$ cat src/rtl/iprm_pkg.sv
// Package: shared types and constants of the ICMP probe reply matcher.
`default_nettype none
package iprm_pkg;

    localparam int MaxPacketBytes    = 2048;
    localparam int MaxRouteAddresses = 9;
    localparam logic [7:0] RrOptionType = 8'd7;

    // Verdict codes
    localparam logic [3:0] VerdictNotV4     = 4'd0;
    localparam logic [3:0] VerdictShort     = 4'd1;
    localparam logic [3:0] VerdictTrunc     = 4'd2;
    localparam logic [3:0] VerdictIpSum     = 4'd3;
    localparam logic [3:0] VerdictNotIcmp   = 4'd4;
    localparam logic [3:0] VerdictIcmpSum   = 4'd5;
    localparam logic [3:0] VerdictOtherType = 4'd6;
    localparam logic [3:0] VerdictNoMatch   = 4'd7;
    localparam logic [3:0] VerdictMatch     = 4'd8;

    // Configuration register indexes
    localparam logic [1:0] CfgIpId    = 2'd0;
    localparam logic [1:0] CfgSrcPort = 2'd1;
    localparam logic [1:0] CfgDstPort = 2'd2;
    localparam logic [1:0] CfgRrEn    = 2'd3;

    typedef struct packed {
        logic [7:0] data_byte;
        logic       last_byte;
    } in_item_t;

    typedef struct packed {
        logic        kind;
        logic [3:0]  verdict;
        logic [31:0] reply_source;
        logic [7:0]  reply_ttl;
        logic [7:0]  icmp_type;
        logic [7:0]  icmp_code;
        logic [15:0] reply_ip_id;
        logic [7:0]  payload_ttl;
        logic [31:0] route_address;
        logic        last_result;
    } out_item_t;

    // Per-packet summary handed from the front part to the back part
    typedef struct packed {
        logic [3:0]  verdict;
        logic [31:0] reply_source;
        logic [7:0]  reply_ttl;
        logic [7:0]  icmp_type;
        logic [7:0]  icmp_code;
        logic [15:0] reply_ip_id;
        logic [7:0]  payload_ttl;
        logic [3:0]  count;
        logic [8:0][31:0] routes;
    } pkt_summary_t;

    function automatic logic [16:0] oc_add(input logic [16:0] s, input logic [15:0] v);
        logic [16:0] t;
        t = {1'b0, s[15:0]} + {1'b0, v};
        if (t > 17'h0FFFF) t = {1'b0, t[15:0]} + 17'd1;
        return t;
    endfunction

endpackage
`default_nettype wire

$ cat src/rtl/icmp_probe_reply_matcher.sv
// Top level of the ICMP probe reply matcher.
`default_nettype none
// Takes one IPv4 packet byte per cycle while s_ready is high (s_ channel) and, at the byte
// marked last, queues a per-packet summary; the back part then emits one verdict result
// followed by up to MAX_ROUTE_ADDRESSES route results, one per cycle while m_ready is high
// (m_ channel). Input runs at one byte per cycle, with a two-entry summary queue between
// parse and output; the rate holds while no packet is shorter than its result list.
// No clearing pass after reset. Configuration writes take effect at the next edge.
module icmp_probe_reply_matcher #(
    parameter int MAX_PACKET_BYTES    = iprm_pkg::MaxPacketBytes,
    parameter int MAX_ROUTE_ADDRESSES = iprm_pkg::MaxRouteAddresses
) (
    input  wire logic                aclk,
    input  wire logic                aresetn,
    input  wire iprm_pkg::in_item_t  s_data,
    input  wire logic                s_valid,
    output logic                     s_ready,
    output iprm_pkg::out_item_t      m_data,
    output logic                     m_valid,
    input  wire logic                m_ready,
    input  wire logic                cfg_we,
    input  wire logic [1:0]          cfg_index,
    input  wire logic [15:0]         cfg_data
);
    logic [15:0] ip_id_reg, sport_reg, dport_reg;
    logic        rr_reg;
    logic        sum_valid, sum_ready;
    iprm_pkg::pkt_summary_t sum_data;

    // Configuration registers
    always_ff @(posedge aclk) begin
        if (!aresetn) begin
            ip_id_reg <= '0; sport_reg <= '0; dport_reg <= '0; rr_reg <= 1'b0;
        end else if (cfg_we) begin
            unique case (cfg_index)
                iprm_pkg::CfgIpId:    ip_id_reg <= cfg_data;
                iprm_pkg::CfgSrcPort: sport_reg <= cfg_data;
                iprm_pkg::CfgDstPort: dport_reg <= cfg_data;
                default:              rr_reg    <= cfg_data[0];
            endcase
        end
    end

    iprm_front #(
        .MAX_PACKET_BYTES(MAX_PACKET_BYTES),
        .MAX_ROUTE_ADDRESSES(MAX_ROUTE_ADDRESSES)
    ) u_front (
        .aclk(aclk), .aresetn(aresetn),
        .in_item(s_data), .in_valid(s_valid), .in_ready(s_ready),
        .exp_ip_id(ip_id_reg), .exp_src_port(sport_reg), .exp_dst_port(dport_reg),
        .rr_enable(rr_reg),
        .sum_valid(sum_valid), .sum_data(sum_data), .sum_ready(sum_ready)
    );

    iprm_back u_back (
        .aclk(aclk), .aresetn(aresetn),
        .sum_valid(sum_valid), .sum_data(sum_data), .sum_ready(sum_ready),
        .out_valid(m_valid), .out_item(m_data), .out_ready(m_ready)
    );
endmodule
`default_nettype wire

$ cat src/rtl/iprm_front.sv
// Front part: parses bytes, accumulates sums and captures fields per packet.
`default_nettype none
module iprm_front #(
    parameter int MAX_PACKET_BYTES    = iprm_pkg::MaxPacketBytes,
    parameter int MAX_ROUTE_ADDRESSES = iprm_pkg::MaxRouteAddresses
) (
    input  wire logic                   aclk,
    input  wire logic                   aresetn,
    input  wire iprm_pkg::in_item_t     in_item,
    input  wire logic                   in_valid,
    output logic                        in_ready,
    input  wire logic [15:0]            exp_ip_id,
    input  wire logic [15:0]            exp_src_port,
    input  wire logic [15:0]            exp_dst_port,
    input  wire logic                   rr_enable,
    output logic                        sum_valid,
    output iprm_pkg::pkt_summary_t      sum_data,
    input  wire logic                   sum_ready
);
    localparam int CntW = $clog2(MAX_PACKET_BYTES + 1);

    logic [CntW-1:0] byte_count_reg;
    logic [5:0]  outer_hlen_reg, inner_hlen_reg;
    logic [15:0] total_len_reg, hdr_ck_reg, icmp_ck_reg;
    logic [16:0] hdr_sum_reg, icmp_sum_reg;
    logic [7:0]  ver_reg, proto_reg, ctype_reg, ccode_reg, pttl_reg, ttl_reg;
    logic [7:0]  ptype_reg, opt_reg, rptr_reg;
    logic [15:0] id_reg, inner_id_reg, sport_reg, dport_reg;
    logic [31:0] src_reg;
    logic [8:0][31:0] route_reg;

    logic        accept;
    logic [7:0]  b;
    logic [15:0] word;
    logic        take;
    logic [15:0] idx, r, t, ti;
    logic [16:0] hsum_now, isum_now;
    logic [3:0]  ihl_c;

    assign in_ready = !sum_valid || sum_ready;
    assign accept   = in_valid && in_ready;
    assign b        = in_item.data_byte;
    assign take     = 32'(byte_count_reg) < MAX_PACKET_BYTES;
    assign idx      = 16'(byte_count_reg);
    assign word     = idx[0] ? {8'h00, b} : {b, 8'h00};
    assign r        = idx - {10'd0, outer_hlen_reg};
    assign t        = r - 16'd8;
    assign ti       = t - {10'd0, inner_hlen_reg};
    assign ihl_c    = (b[3:0] < 4'd5) ? 4'd5 : b[3:0];

    // Sums including the current byte (for a last byte that is counted)
    always_comb begin
        hsum_now = hdr_sum_reg;
        isum_now = icmp_sum_reg;
        if (take && idx != 16'd0 && idx < {10'd0, outer_hlen_reg}) begin
            if (idx != 16'd10 && idx != 16'd11) hsum_now = iprm_pkg::oc_add(hdr_sum_reg, word);
        end else if (take && idx == 16'd0) begin
            hsum_now = iprm_pkg::oc_add(hdr_sum_reg, word);
        end else if (take && r != 16'd2 && r != 16'd3 && idx < total_len_reg) begin
            isum_now = iprm_pkg::oc_add(icmp_sum_reg, word);
        end
    end

    // Final values of fields whose last byte may be the current one
    logic [7:0]  f_ver, f_proto, f_ctype, f_ccode, f_pttl, f_ttl, f_ptype, f_opt, f_rptr;
    logic [15:0] f_tl, f_hck, f_ick, f_id, f_iid, f_sp, f_dp;
    logic [31:0] f_src;
    logic [5:0]  f_ihl;
    logic [8:0][31:0] f_route;
    logic        in_hdr;
    always_comb begin
        f_ver = ver_reg; f_proto = proto_reg; f_ctype = ctype_reg; f_ccode = ccode_reg;
        f_pttl = pttl_reg; f_ttl = ttl_reg; f_ptype = ptype_reg; f_opt = opt_reg;
        f_rptr = rptr_reg; f_tl = total_len_reg; f_hck = hdr_ck_reg; f_ick = icmp_ck_reg;
        f_id = id_reg; f_iid = inner_id_reg; f_sp = sport_reg; f_dp = dport_reg;
        f_src = src_reg; f_ihl = inner_hlen_reg; f_route = route_reg;
        in_hdr = (idx == 16'd0) || (idx < {10'd0, outer_hlen_reg});
        if (take) begin
            case (idx)
                16'd0:  f_ver = b;
                16'd2:  f_tl[15:8] = b;
                16'd3:  f_tl[7:0] = b;
                16'd4:  f_id[15:8] = b;
                16'd5:  f_id[7:0] = b;
                16'd8:  f_ttl = b;
                16'd9:  f_proto = b;
                16'd10: f_hck[15:8] = b;
                16'd11: f_hck[7:0] = b;
                16'd12: f_src[31:24] = b;
                16'd13: f_src[23:16] = b;
                16'd14: f_src[15:8] = b;
                16'd15: f_src[7:0] = b;
                default: ;
            endcase
            if (!in_hdr) begin
                case (r)
                    16'd0: f_ctype = b;
                    16'd1: f_ccode = b;
                    16'd2: f_ick[15:8] = b;
                    16'd3: f_ick[7:0] = b;
                    default: ;
                endcase
                if (r >= 16'd8) begin
                    case (t)
                        16'd0:  f_ihl = {b[3:0], 2'b00};
                        16'd4:  f_iid[15:8] = b;
                        16'd5:  f_iid[7:0] = b;
                        16'd8:  f_pttl = b;
                        16'd9:  f_ptype = b;
                        16'd20: f_opt = b;
                        16'd22: f_rptr = b;
                        default: ;
                    endcase
                    for (int k = 0; k < MAX_ROUTE_ADDRESSES; k++) begin
                        for (int p = 0; p < 4; p++) begin
                            if (t == 16'(23 + 4 * k + p)) f_route[k][8*(3-p) +: 8] = b;
                        end
                    end
                    // The quoted length byte sets the port window for itself too
                    if (t >= {10'd0, inner_hlen_reg} && ti < 16'd4
                        && (t != 16'd0 || b[3:0] == 4'd0)) begin
                        case (ti[1:0])
                            2'd0: f_sp[15:8] = b;
                            2'd1: f_sp[7:0] = b;
                            2'd2: f_dp[15:8] = b;
                            default: f_dp[7:0] = b;
                        endcase
                    end
                end
            end
        end
    end

    logic [CntW-1:0] cnt_now;
    assign cnt_now = take ? byte_count_reg + CntW'(1) : byte_count_reg;

    // Verdict at the last byte
    logic [3:0] verdict;
    logic [7:0] rcount;
    always_comb begin
        if (f_ver[7:4] != 4'd4) verdict = iprm_pkg::VerdictNotV4;
        else if (32'(cnt_now) < 20) verdict = iprm_pkg::VerdictShort;
        else if (32'(cnt_now) < 32'(f_tl)) verdict = iprm_pkg::VerdictTrunc;
        else if (~hsum_now[15:0] != f_hck) verdict = iprm_pkg::VerdictIpSum;
        else if (f_proto != 8'd1) verdict = iprm_pkg::VerdictNotIcmp;
        else if (~isum_now[15:0] != f_ick) verdict = iprm_pkg::VerdictIcmpSum;
        else if (f_ctype != 8'd11 && f_ctype != 8'd3) verdict = iprm_pkg::VerdictOtherType;
        else if (f_ptype != 8'd17 || f_iid != exp_ip_id || f_sp != exp_src_port
                 || f_dp != exp_dst_port) verdict = iprm_pkg::VerdictNoMatch;
        else verdict = iprm_pkg::VerdictMatch;
        rcount = 8'd0;
        if (verdict == iprm_pkg::VerdictMatch && rr_enable && f_ihl > 6'd20
            && f_opt == iprm_pkg::RrOptionType && f_rptr >= 8'd4) begin
            rcount = (f_rptr - 8'd4) >> 2;
            if (32'(rcount) > MAX_ROUTE_ADDRESSES) rcount = 8'(MAX_ROUTE_ADDRESSES);
        end
    end

    // Packet state registers
    always_ff @(posedge aclk) begin
        if (!aresetn || (accept && in_item.last_byte)) begin
            byte_count_reg <= '0; outer_hlen_reg <= '0; inner_hlen_reg <= '0;
            total_len_reg <= '0; hdr_ck_reg <= '0; icmp_ck_reg <= '0;
            hdr_sum_reg <= '0; icmp_sum_reg <= '0;
            ver_reg <= '0; proto_reg <= '0; ctype_reg <= '0; ccode_reg <= '0;
            pttl_reg <= '0; ttl_reg <= '0; ptype_reg <= '0; opt_reg <= '0; rptr_reg <= '0;
            id_reg <= '0; inner_id_reg <= '0; sport_reg <= '0; dport_reg <= '0;
            src_reg <= '0; route_reg <= '0;
        end else if (accept) begin
            byte_count_reg <= cnt_now;
            if (take && idx == 16'd0) outer_hlen_reg <= {ihl_c, 2'b00};
            inner_hlen_reg <= f_ihl; total_len_reg <= f_tl; hdr_ck_reg <= f_hck;
            icmp_ck_reg <= f_ick; hdr_sum_reg <= hsum_now; icmp_sum_reg <= isum_now;
            ver_reg <= f_ver; proto_reg <= f_proto; ctype_reg <= f_ctype;
            ccode_reg <= f_ccode; pttl_reg <= f_pttl; ttl_reg <= f_ttl;
            ptype_reg <= f_ptype; opt_reg <= f_opt; rptr_reg <= f_rptr;
            id_reg <= f_id; inner_id_reg <= f_iid; sport_reg <= f_sp; dport_reg <= f_dp;
            src_reg <= f_src; route_reg <= f_route;
        end
    end

    // Summary handoff register
    always_ff @(posedge aclk) begin
        if (!aresetn) begin
            sum_valid <= 1'b0;
        end else if (accept && in_item.last_byte) begin
            sum_valid <= 1'b1;
        end else if (sum_ready) begin
            sum_valid <= 1'b0;
        end
    end

    always_ff @(posedge aclk) begin
        if (accept && in_item.last_byte) begin
            sum_data.verdict      <= verdict;
            sum_data.reply_source <= f_src;
            sum_data.reply_ttl    <= f_ttl;
            sum_data.icmp_type    <= f_ctype;
            sum_data.icmp_code    <= f_ccode;
            sum_data.reply_ip_id  <= f_id;
            sum_data.payload_ttl  <= f_pttl;
            sum_data.count        <= rcount[3:0];
            sum_data.routes       <= f_route;
        end
    end

`ifndef SYNTHESIS
    a_sum_hold: assert property (@(posedge aclk) disable iff (!aresetn)
        sum_valid && !sum_ready |=> sum_valid && $stable(sum_data))
        else $error("summary changed while stalled");
    a_no_accept_full: assert property (@(posedge aclk) disable iff (!aresetn)
        sum_valid && !sum_ready |-> !in_ready)
        else $error("front accepted while summary stalled");
    a_count_bound: assert property (@(posedge aclk) disable iff (!aresetn)
        sum_valid |-> 32'(sum_data.count) <= MAX_ROUTE_ADDRESSES)
        else $error("route count out of range");
`endif
endmodule
`default_nettype wire

$ cat src/rtl/iprm_back.sv
// Back part: a two-entry summary queue and the result sequencer.
`default_nettype none
module iprm_back (
    input  wire logic                   aclk,
    input  wire logic                   aresetn,
    input  wire logic                   sum_valid,
    input  wire iprm_pkg::pkt_summary_t sum_data,
    output logic                        sum_ready,
    output logic                        out_valid,
    output iprm_pkg::out_item_t         out_item,
    input  wire logic                   out_ready
);
    iprm_pkg::pkt_summary_t q_reg [2];
    logic [1:0] q_cnt_reg;
    logic       wr_ptr_reg, rd_ptr_reg;
    logic [3:0] k_reg;
    logic       push, pop, fire;
    iprm_pkg::pkt_summary_t h;

    assign h         = q_reg[rd_ptr_reg];
    assign sum_ready = q_cnt_reg != 2'd2;
    assign push      = sum_valid && sum_ready;
    assign out_valid = q_cnt_reg != 2'd0;
    assign fire      = out_valid && out_ready;
    assign pop       = fire && (k_reg == h.count);

    always_ff @(posedge aclk) begin
        if (!aresetn) begin
            q_cnt_reg <= '0; wr_ptr_reg <= 1'b0; rd_ptr_reg <= 1'b0; k_reg <= '0;
        end else begin
            q_cnt_reg <= q_cnt_reg + {1'b0, push} - {1'b0, pop};
            if (push) wr_ptr_reg <= ~wr_ptr_reg;
            if (pop) begin
                rd_ptr_reg <= ~rd_ptr_reg;
                k_reg <= '0;
            end else if (fire) begin
                k_reg <= k_reg + 4'd1;
            end
        end
    end

    always_ff @(posedge aclk) begin
        if (push) q_reg[wr_ptr_reg] <= sum_data;
    end

    // Result fields for the current index
    always_comb begin
        out_item.kind          = k_reg != 4'd0;
        out_item.verdict       = h.verdict;
        out_item.reply_source  = h.reply_source;
        out_item.reply_ttl     = h.reply_ttl;
        out_item.icmp_type     = h.icmp_type;
        out_item.icmp_code     = h.icmp_code;
        out_item.reply_ip_id   = h.reply_ip_id;
        out_item.payload_ttl   = h.payload_ttl;
        out_item.route_address = (k_reg == 4'd0) ? 32'd0 : h.routes[k_reg - 4'd1];
        out_item.last_result   = k_reg == h.count;
    end

`ifndef SYNTHESIS
    a_k_bound: assert property (@(posedge aclk) disable iff (!aresetn)
        out_valid |-> k_reg <= h.count)
        else $error("route index past count");
    a_cnt_bound: assert property (@(posedge aclk) disable iff (!aresetn)
        q_cnt_reg <= 2'd2)
        else $error("queue overflow");
    a_kind_route: assert property (@(posedge aclk) disable iff (!aresetn)
        out_valid && out_item.kind |-> out_item.verdict == iprm_pkg::VerdictMatch)
        else $error("route result without match");
`endif
endmodule
`default_nettype wire
$ cat config.mk
export PLATFORM = sky130hd
export DESIGN_NAME = icmp_probe_reply_matcher
export DESIGN_NICKNAME = d
export VERILOG_FILES = /design/src/rtl/iprm_pkg.sv /design/src/rtl/icmp_probe_reply_matcher.sv /design/src/rtl/iprm_front.sv /design/src/rtl/iprm_back.sv
export SDC_FILE = /design/constraint.sdc
export NUM_CORES = 2
export LEC_CHECK = 0
export CAP_MARGIN = 15
export CORE_MARGIN = 10
export CORE_UTILIZATION = 30
export CTS_CLUSTER_DIAMETER = 150
export DETAILED_ROUTE_END_ITERATION = 12
export DONT_BUFFER_PORTS = 1
export HOLD_SLACK_MARGIN = 0.06
export SLEW_MARGIN = 20
export SYNTH_ARGS = -nofsm -noshare
export SYNTH_HDL_FRONTEND = slang
export SYNTH_SLANG_ARGS = --single-unit
$ cat constraint.sdc
create_clock -name aclk -period 52.5 [get_ports aclk]
set_input_delay 5.25 -clock aclk [delete_from_list [all_inputs] [get_ports aclk]]
set_output_delay 5.25 -clock aclk [all_outputs]
set_load 0.005 [all_outputs]
# Word level (Yosys, flattened, before mapping)
# Memories as Yosys holds them, arrays and structs flattened. A register that Yosys moved wholly into a read port is not among the register bits.
# Index checks and enable logic that the tools add are counted.
# word_totals
mem_bits_rw,752
out_inout_bits,120
word_cells,359
memories,1
reg_bits,992
# op_classes
order_cmp,15
reduce_logical,50
n_mux,135
add_sub_neg,13
n_eq_ne,79
bitwise,7
# memory_table
memory,depth,word_bits,read_ports,rd_ports_with_merged_regs,write_ports,line,text
u_back.q_reg,2,376,1,1,1,iprm_back.sv:13,iprm_pkg::pkt_summary_t q_reg [2];
# ops
cell,n
288-bit two-way mux,3
8-bit two-way mux,82
"16-bit by 6-bit == test with 1-bit output, second input constant",27
16-bit two-way mux,25
"16-bit by 5-bit == test with 1-bit output, second input constant",11
32-bit binary-select mux with 4-bit select,1
"12-bit by 4-bit == test with 1-bit output, second input constant",8
32-bit two-way mux,3
16-bit inequality test,5
16-bit logical NOT,3
4-bit two-way mux,10
16-bit by 16-bit adder with 17-bit output,2
"17-bit by 16-bit greater-than comparator with 1-bit output, second input constant",2
"16-bit by 1-bit adder with 16-bit output, second input constant",2
"16-bit by 2-bit == test with 1-bit output, second input constant",2
"16-bit by 3-bit == test with 1-bit output, second input constant",2
"16-bit by 4-bit == test with 1-bit output, second input constant",2
12-bit by 16-bit less-than comparator with 1-bit output,2
"16-bit by 2-bit inequality test with 1-bit output, second input constant",2
16-bit inverter,2
16-bit nonzero test,2
"12-bit by 2-bit == test with 1-bit output, second input constant",2
"12-bit by 3-bit == test with 1-bit output, second input constant",2
6-bit two-way mux,4
other kinds (47),93

# Logic depth before layout (Yosys ltp)
# logic_depth
depth_word,28
depth_mapped,23
mapped_depth_nobuf,22

# Modules after synthesis
# A second synthesis with hierarchy kept.
# hier_totals
cells_unflattened,6299
area_unflattened_um2,75329.7
# by_module_without_submodules
module,cells_per_inst,n_inst,area_per_inst_um2
iprm_front,4788,1,44482.7
iprm_back,1331,1,28971.5
icmp_probe_reply_matcher,180,1,1875.5

# Least setup slack after synthesis
# Ideal clock, no wire load.
# synth_timing
kind,reg-to-reg
startpoint,register u_back.q_cnt_reg[0]
endpoint,register u_back.wr_ptr_reg
path_stages_with_launch,6
setup_slack_ns,35.171
arrival_ns,17.197
path_buffers,0
period_less_slack_ns,17.329
cell_sequence,dfxtp_1 > inv_1 > nand2_1 > nand2_1 > nor2_1 > o21a_1
# synth_via
elab_chain_cells,2
# synth_lines
item,line,text
start: declaration,iprm_back.sv:14,logic [1:0] q_cnt_reg;
start signal: assignment,iprm_back.sv:31,"q_cnt_reg <= q_cnt_reg + {1'b0, push} - {1'b0, pop};"
2-bit inequality test,iprm_back.sv:21,assign sum_ready = q_cnt_reg != 2'd2;
1-bit logical AND,iprm_back.sv:22,assign push = sum_valid && sum_ready;
end signal: assignment,iprm_back.sv:32,if (push) wr_ptr_reg <= ~wr_ptr_reg;
end: declaration,iprm_back.sv:15,"logic wr_ptr_reg, rd_ptr_reg;"
# No other way between the ends.
# A chain may end at the register's enable or synchronous reset.

# Worst setup path after layout
# layout_timing
startpoint,input port s_data[2] (netlist name)
endpoint,register u_front.sum_data[290] (netlist name)
# layout_via
elab_chain_cells,25
elab_cells_between_ends,102
classes_between,add/sub (5); order compare (6); eq/ne (11); mux (65); bitwise (3); reduce/logical (12)
# layout_lines
item,line,text
start: declaration,icmp_probe_reply_matcher.sv:15,"input wire iprm_pkg::in_item_t s_data,"
branches (longest 25 deep; another with 16-bit by 16-bit adder with 17-bit output),-,
# Parallel ways; which one is timed is not known.

==> results.txt <==
Register-to-Register Setup Slack - 44.70 ns
Number of max-slew violations in the final report - 0
Mean number of vias per cell - 5.17
Number of nets with antenna violations after detailed routing - 0
Portion of total power attributed to combinational logic - 7.8%
Final routed wire length divided by cell count - 21.9 um
Critical path required time - 53.11 ns
Master cell of the clock root buffer - clkbuf_16
Initial core utilization - 30.2%
Count of cells along the worst register-to-register path - 17
Endpoint, Worst Hold - u_back.q_reg[1][286]
Hpwl dp - 130000 um
CP max FO - 54
Clk Latency, worst-skew pair - 0.84 ns
Hold_sp - u_front.sum_data[286]
Number of top-level design ports - 152
Post-route standard cell area excluding fillers - 0.0844 mm^2
GR Util All Layers - 14.9%
Yosys Warn Count - 0
EDFF count, synth - 1128
Setup repair after global routing missed its margin - false
Worst slew margin - 19.9%
Total of hold buffers inserted after clock tree synthesis - 0
Max capacitance violation total - 0
Total number of vias - 50019
Clock Power Share - 41.9%
Die boundary width - 520 um
Num CTS Buffers - 170
Maximum resistive drop on vdd - 0.0000271 V
Grt ovf - 0
Routability congestion estimate - 0.838
Path type of the worst min-delay path - reg -> reg
Period utilisation layout - 21.7%
Highest-count cells in the layout ignoring fill and taps - 1128 x edfxtp_1, 752 x nand2_1, 739 x nor2_1
Cell area after technology mapping - 0.0751 mm^2
Sequential cell area fraction in the yosys report - 61.5%
Relative contribution of sequential cells to total power - 50.3%
Max FFs per register - 752
Number of post-CTS setup repair buffers - 0
Die Footprint - 0.271 mm^2
Synth-to-layout area growth - 12.4%
Remaining design rule violation count - 0
Arrival time at the worst endpoint - 12.03 ns
Most used flip-flop cell after synthesis - edfxtp_1
Final setup violation count - 0
Via count of the first global-routing pass - 49115
Number of flip-flops and latches in the synthesized netlist - 1741
Most common library cell in the layout ignoring fill and taps - edfxtp_1
Worst Skew - 0.0914 ns
Initial drt markers - 4737
Clk buf depth - 3
Critical path endpoint category - register
Result of the run - finished clean
Net count of the mapped netlist - 6477
Post-Route WL - 212000 um
Endpoint of the most critical register-to-register path - u_front.sum_data[290]
Clock tree from TritonCTS - yes
Library cell occupying the most area in the post-synthesis netlist - edfxtp_1
Area share of the largest cell type after synthesis - 45.1%
Number of gates resized after cts - 0
Count of filler cells inserted in the layout - 24283
Placement-stage cell area - 0.0784 mm^2
Actual transition at the worst max-transition pin - 1.19 ns
Hold Path Depth - 0
Switching share of power - 24.1%
Kind of start point of the critical path - input pin
Initial antenna violation count - 13
Power per standard cell area - 35.6 mW/mm^2
Layout cell share with drive strength beyond 1 - 14.2%
Power dissipated by switching net loads - 724 uW
Maximum number of pins on one net before global-route repair - 147
Synth area leaders - edfxtp_1 45%, dfxtp_1 16%, mux2_2 5.6%
Detailed-routing iteration count for the pre-antenna-repair pass - 8
Area of the core region - 0.249 mm^2
Number of cells produced by synthesis - 6361
Proportion of synthesized flip-flops having asynchronous set or reset - 0%
Count of unique library cells instantiated by Yosys - 117
Count of buffers inserted at the top-level ports - 0
H-Tree Level Count - 4
Vert. Die Dim - 520 um
Leak - 27.6 nW
Internal power - 2.28 mW
Maximum clock frequency - 0.0876 GHz
Fin nets - 6317
Average size of a mapped cell - 11.8 um^2
Reg-to-Reg Start - u_front.byte_count_reg[0]
CTS clk-pin slew, worst paths - 0.06 ns
Number of cell rows - 183
Final Critical Period - 11.42 ns
Global-route wire length before repair - 315000 um
Number of hold violations in the final report - 0
Sinks on Clock Net - 1741
Crit Path Class - in -> reg
Setup total negative slack - 0 ns
-- routing by layer --
metal  up-vias  wire (um)  GRT usage [%]
met2      1545      98500           24.3
met5         -         24              0
met1     25243      95300           20.7
li1      22929          -              -
met4         4       4390           3.55
met3       298      13400           2.57
-- critical path: stages --
cell and delay, ns:
inv_2 0.05, buf_4 0.62, nor2_1 0.26, fa_1 0.49, a211o_1 0.36, a211oi_1 0.61
a211o_1 0.18, nand3_1 0.17, or4_1 0.67, nor4_2 0.55, a21oi_1 0.28, a221oi_1 0.62
o32ai_1 0.15, nor4_1 0.60, nand4_1 0.34, a311oi_1 0.34, nand4b_1 0.20, nor3_2 0.21
-- metrics by stage --
step,worst slack (ns),hold slack [ns],std cells,power [mW],util [%]
after detailed placement,40.44,0.429,9356,1.77,31.5
after CTS,41.26,0.396,9676,3.03,33.9
after global placement,40.36,0.422,9356,1.77,31.5
after floorplan,35.17,0.421,6361,1.71,-
final,41.08,0.398,9680,3.01,33.9
after global routing,40.83,0.398,9680,3.11,33.9
-- logic make-up (layout without fill, tap and decap cells) --
group           after synthesis  in the layout  synth area share (%)
compound gates             1060           1060                  9.22
xor+xnor                    140            140                  1.67
fa+ha+maj                    84             84                  1.44
buf+inv                     518            506                  2.63
flops                      1741           1741                  61.5
mux                         678            678                  10.8
other cells                   0              1                     0
simple gates               2140           2140                  12.7
-- area by class of cell --
class,count,area [um^2],area share (%)
clock inverters,77,1010,1.19
well taps,3330,4170,4.94
repair buffers,86,682,0.808
inverters,100,383,0.454
clock buffers,243,4880,5.79
flip-flops and latches,1741,46200,54.7
diodes,1,2.50,0.00296
multi-input cells,4102,27100,32.1
-- how the worst max path moves through the flow --
| stage | start | endpoint | slack [ns] | cells after the start |
|---|---|---|---|---|
| finish | s_data[2] | u_front.sum_data[290] | 41.08 | 18 |
| global route | s_data[2] | u_front.sum_data[290] | 40.83 | 18 |
| CTS | s_data[2] | u_front.sum_data[290] | 41.26 | 18 |
| detailed placement | s_data[2] | u_front.sum_data[290] | 40.44 | 18 |
| global placement | s_data[2] | u_front.sum_data[290] | 40.36 | 18 |
| floorplan | u_back.q_cnt_reg[0] | u_back.wr_ptr_reg | 35.17 | 5 |
-- Yosys cell counts, types with 21 or more instances --
master	instances
xnor2_1	80
mux2_2	371
dfxtp_1	613
mux4_2	70
nand2_1	756
inv_1	97
nor2_1	750
nor4_1	34
xor2_1	57
o22ai_1	42
a21boi_0	55
edfxtp_1	1128
o221ai_1	66
mux2i_1	234
nand3_1	73
a31oi_1	27
ha_1	80
clkbuf_1	366
a21o_1	34
o211ai_1	22
and2_1	33
o21ai_0	164
a21oi_1	370
nor3_1	246
buf_1	36
nand4_1	49
or3_1	27
nor2b_1	21
a211oi_1	95
and3_1	28
-- power by group through the flow --
stage / Combinational (mW) / Clock, mW / Sequential, mW
after floorplan: 0.165 / 0 / 1.55
after global placement: 0.229 / 0 / 1.54
after detailed placement: 0.232 / 0 / 1.54
after CTS: 0.233 / 1.28 / 1.51
after global routing: 0.255 / 1.34 / 1.52
final: 0.234 / 1.26 / 1.51
No activity file was read; power rests on OpenSTA's default activity.
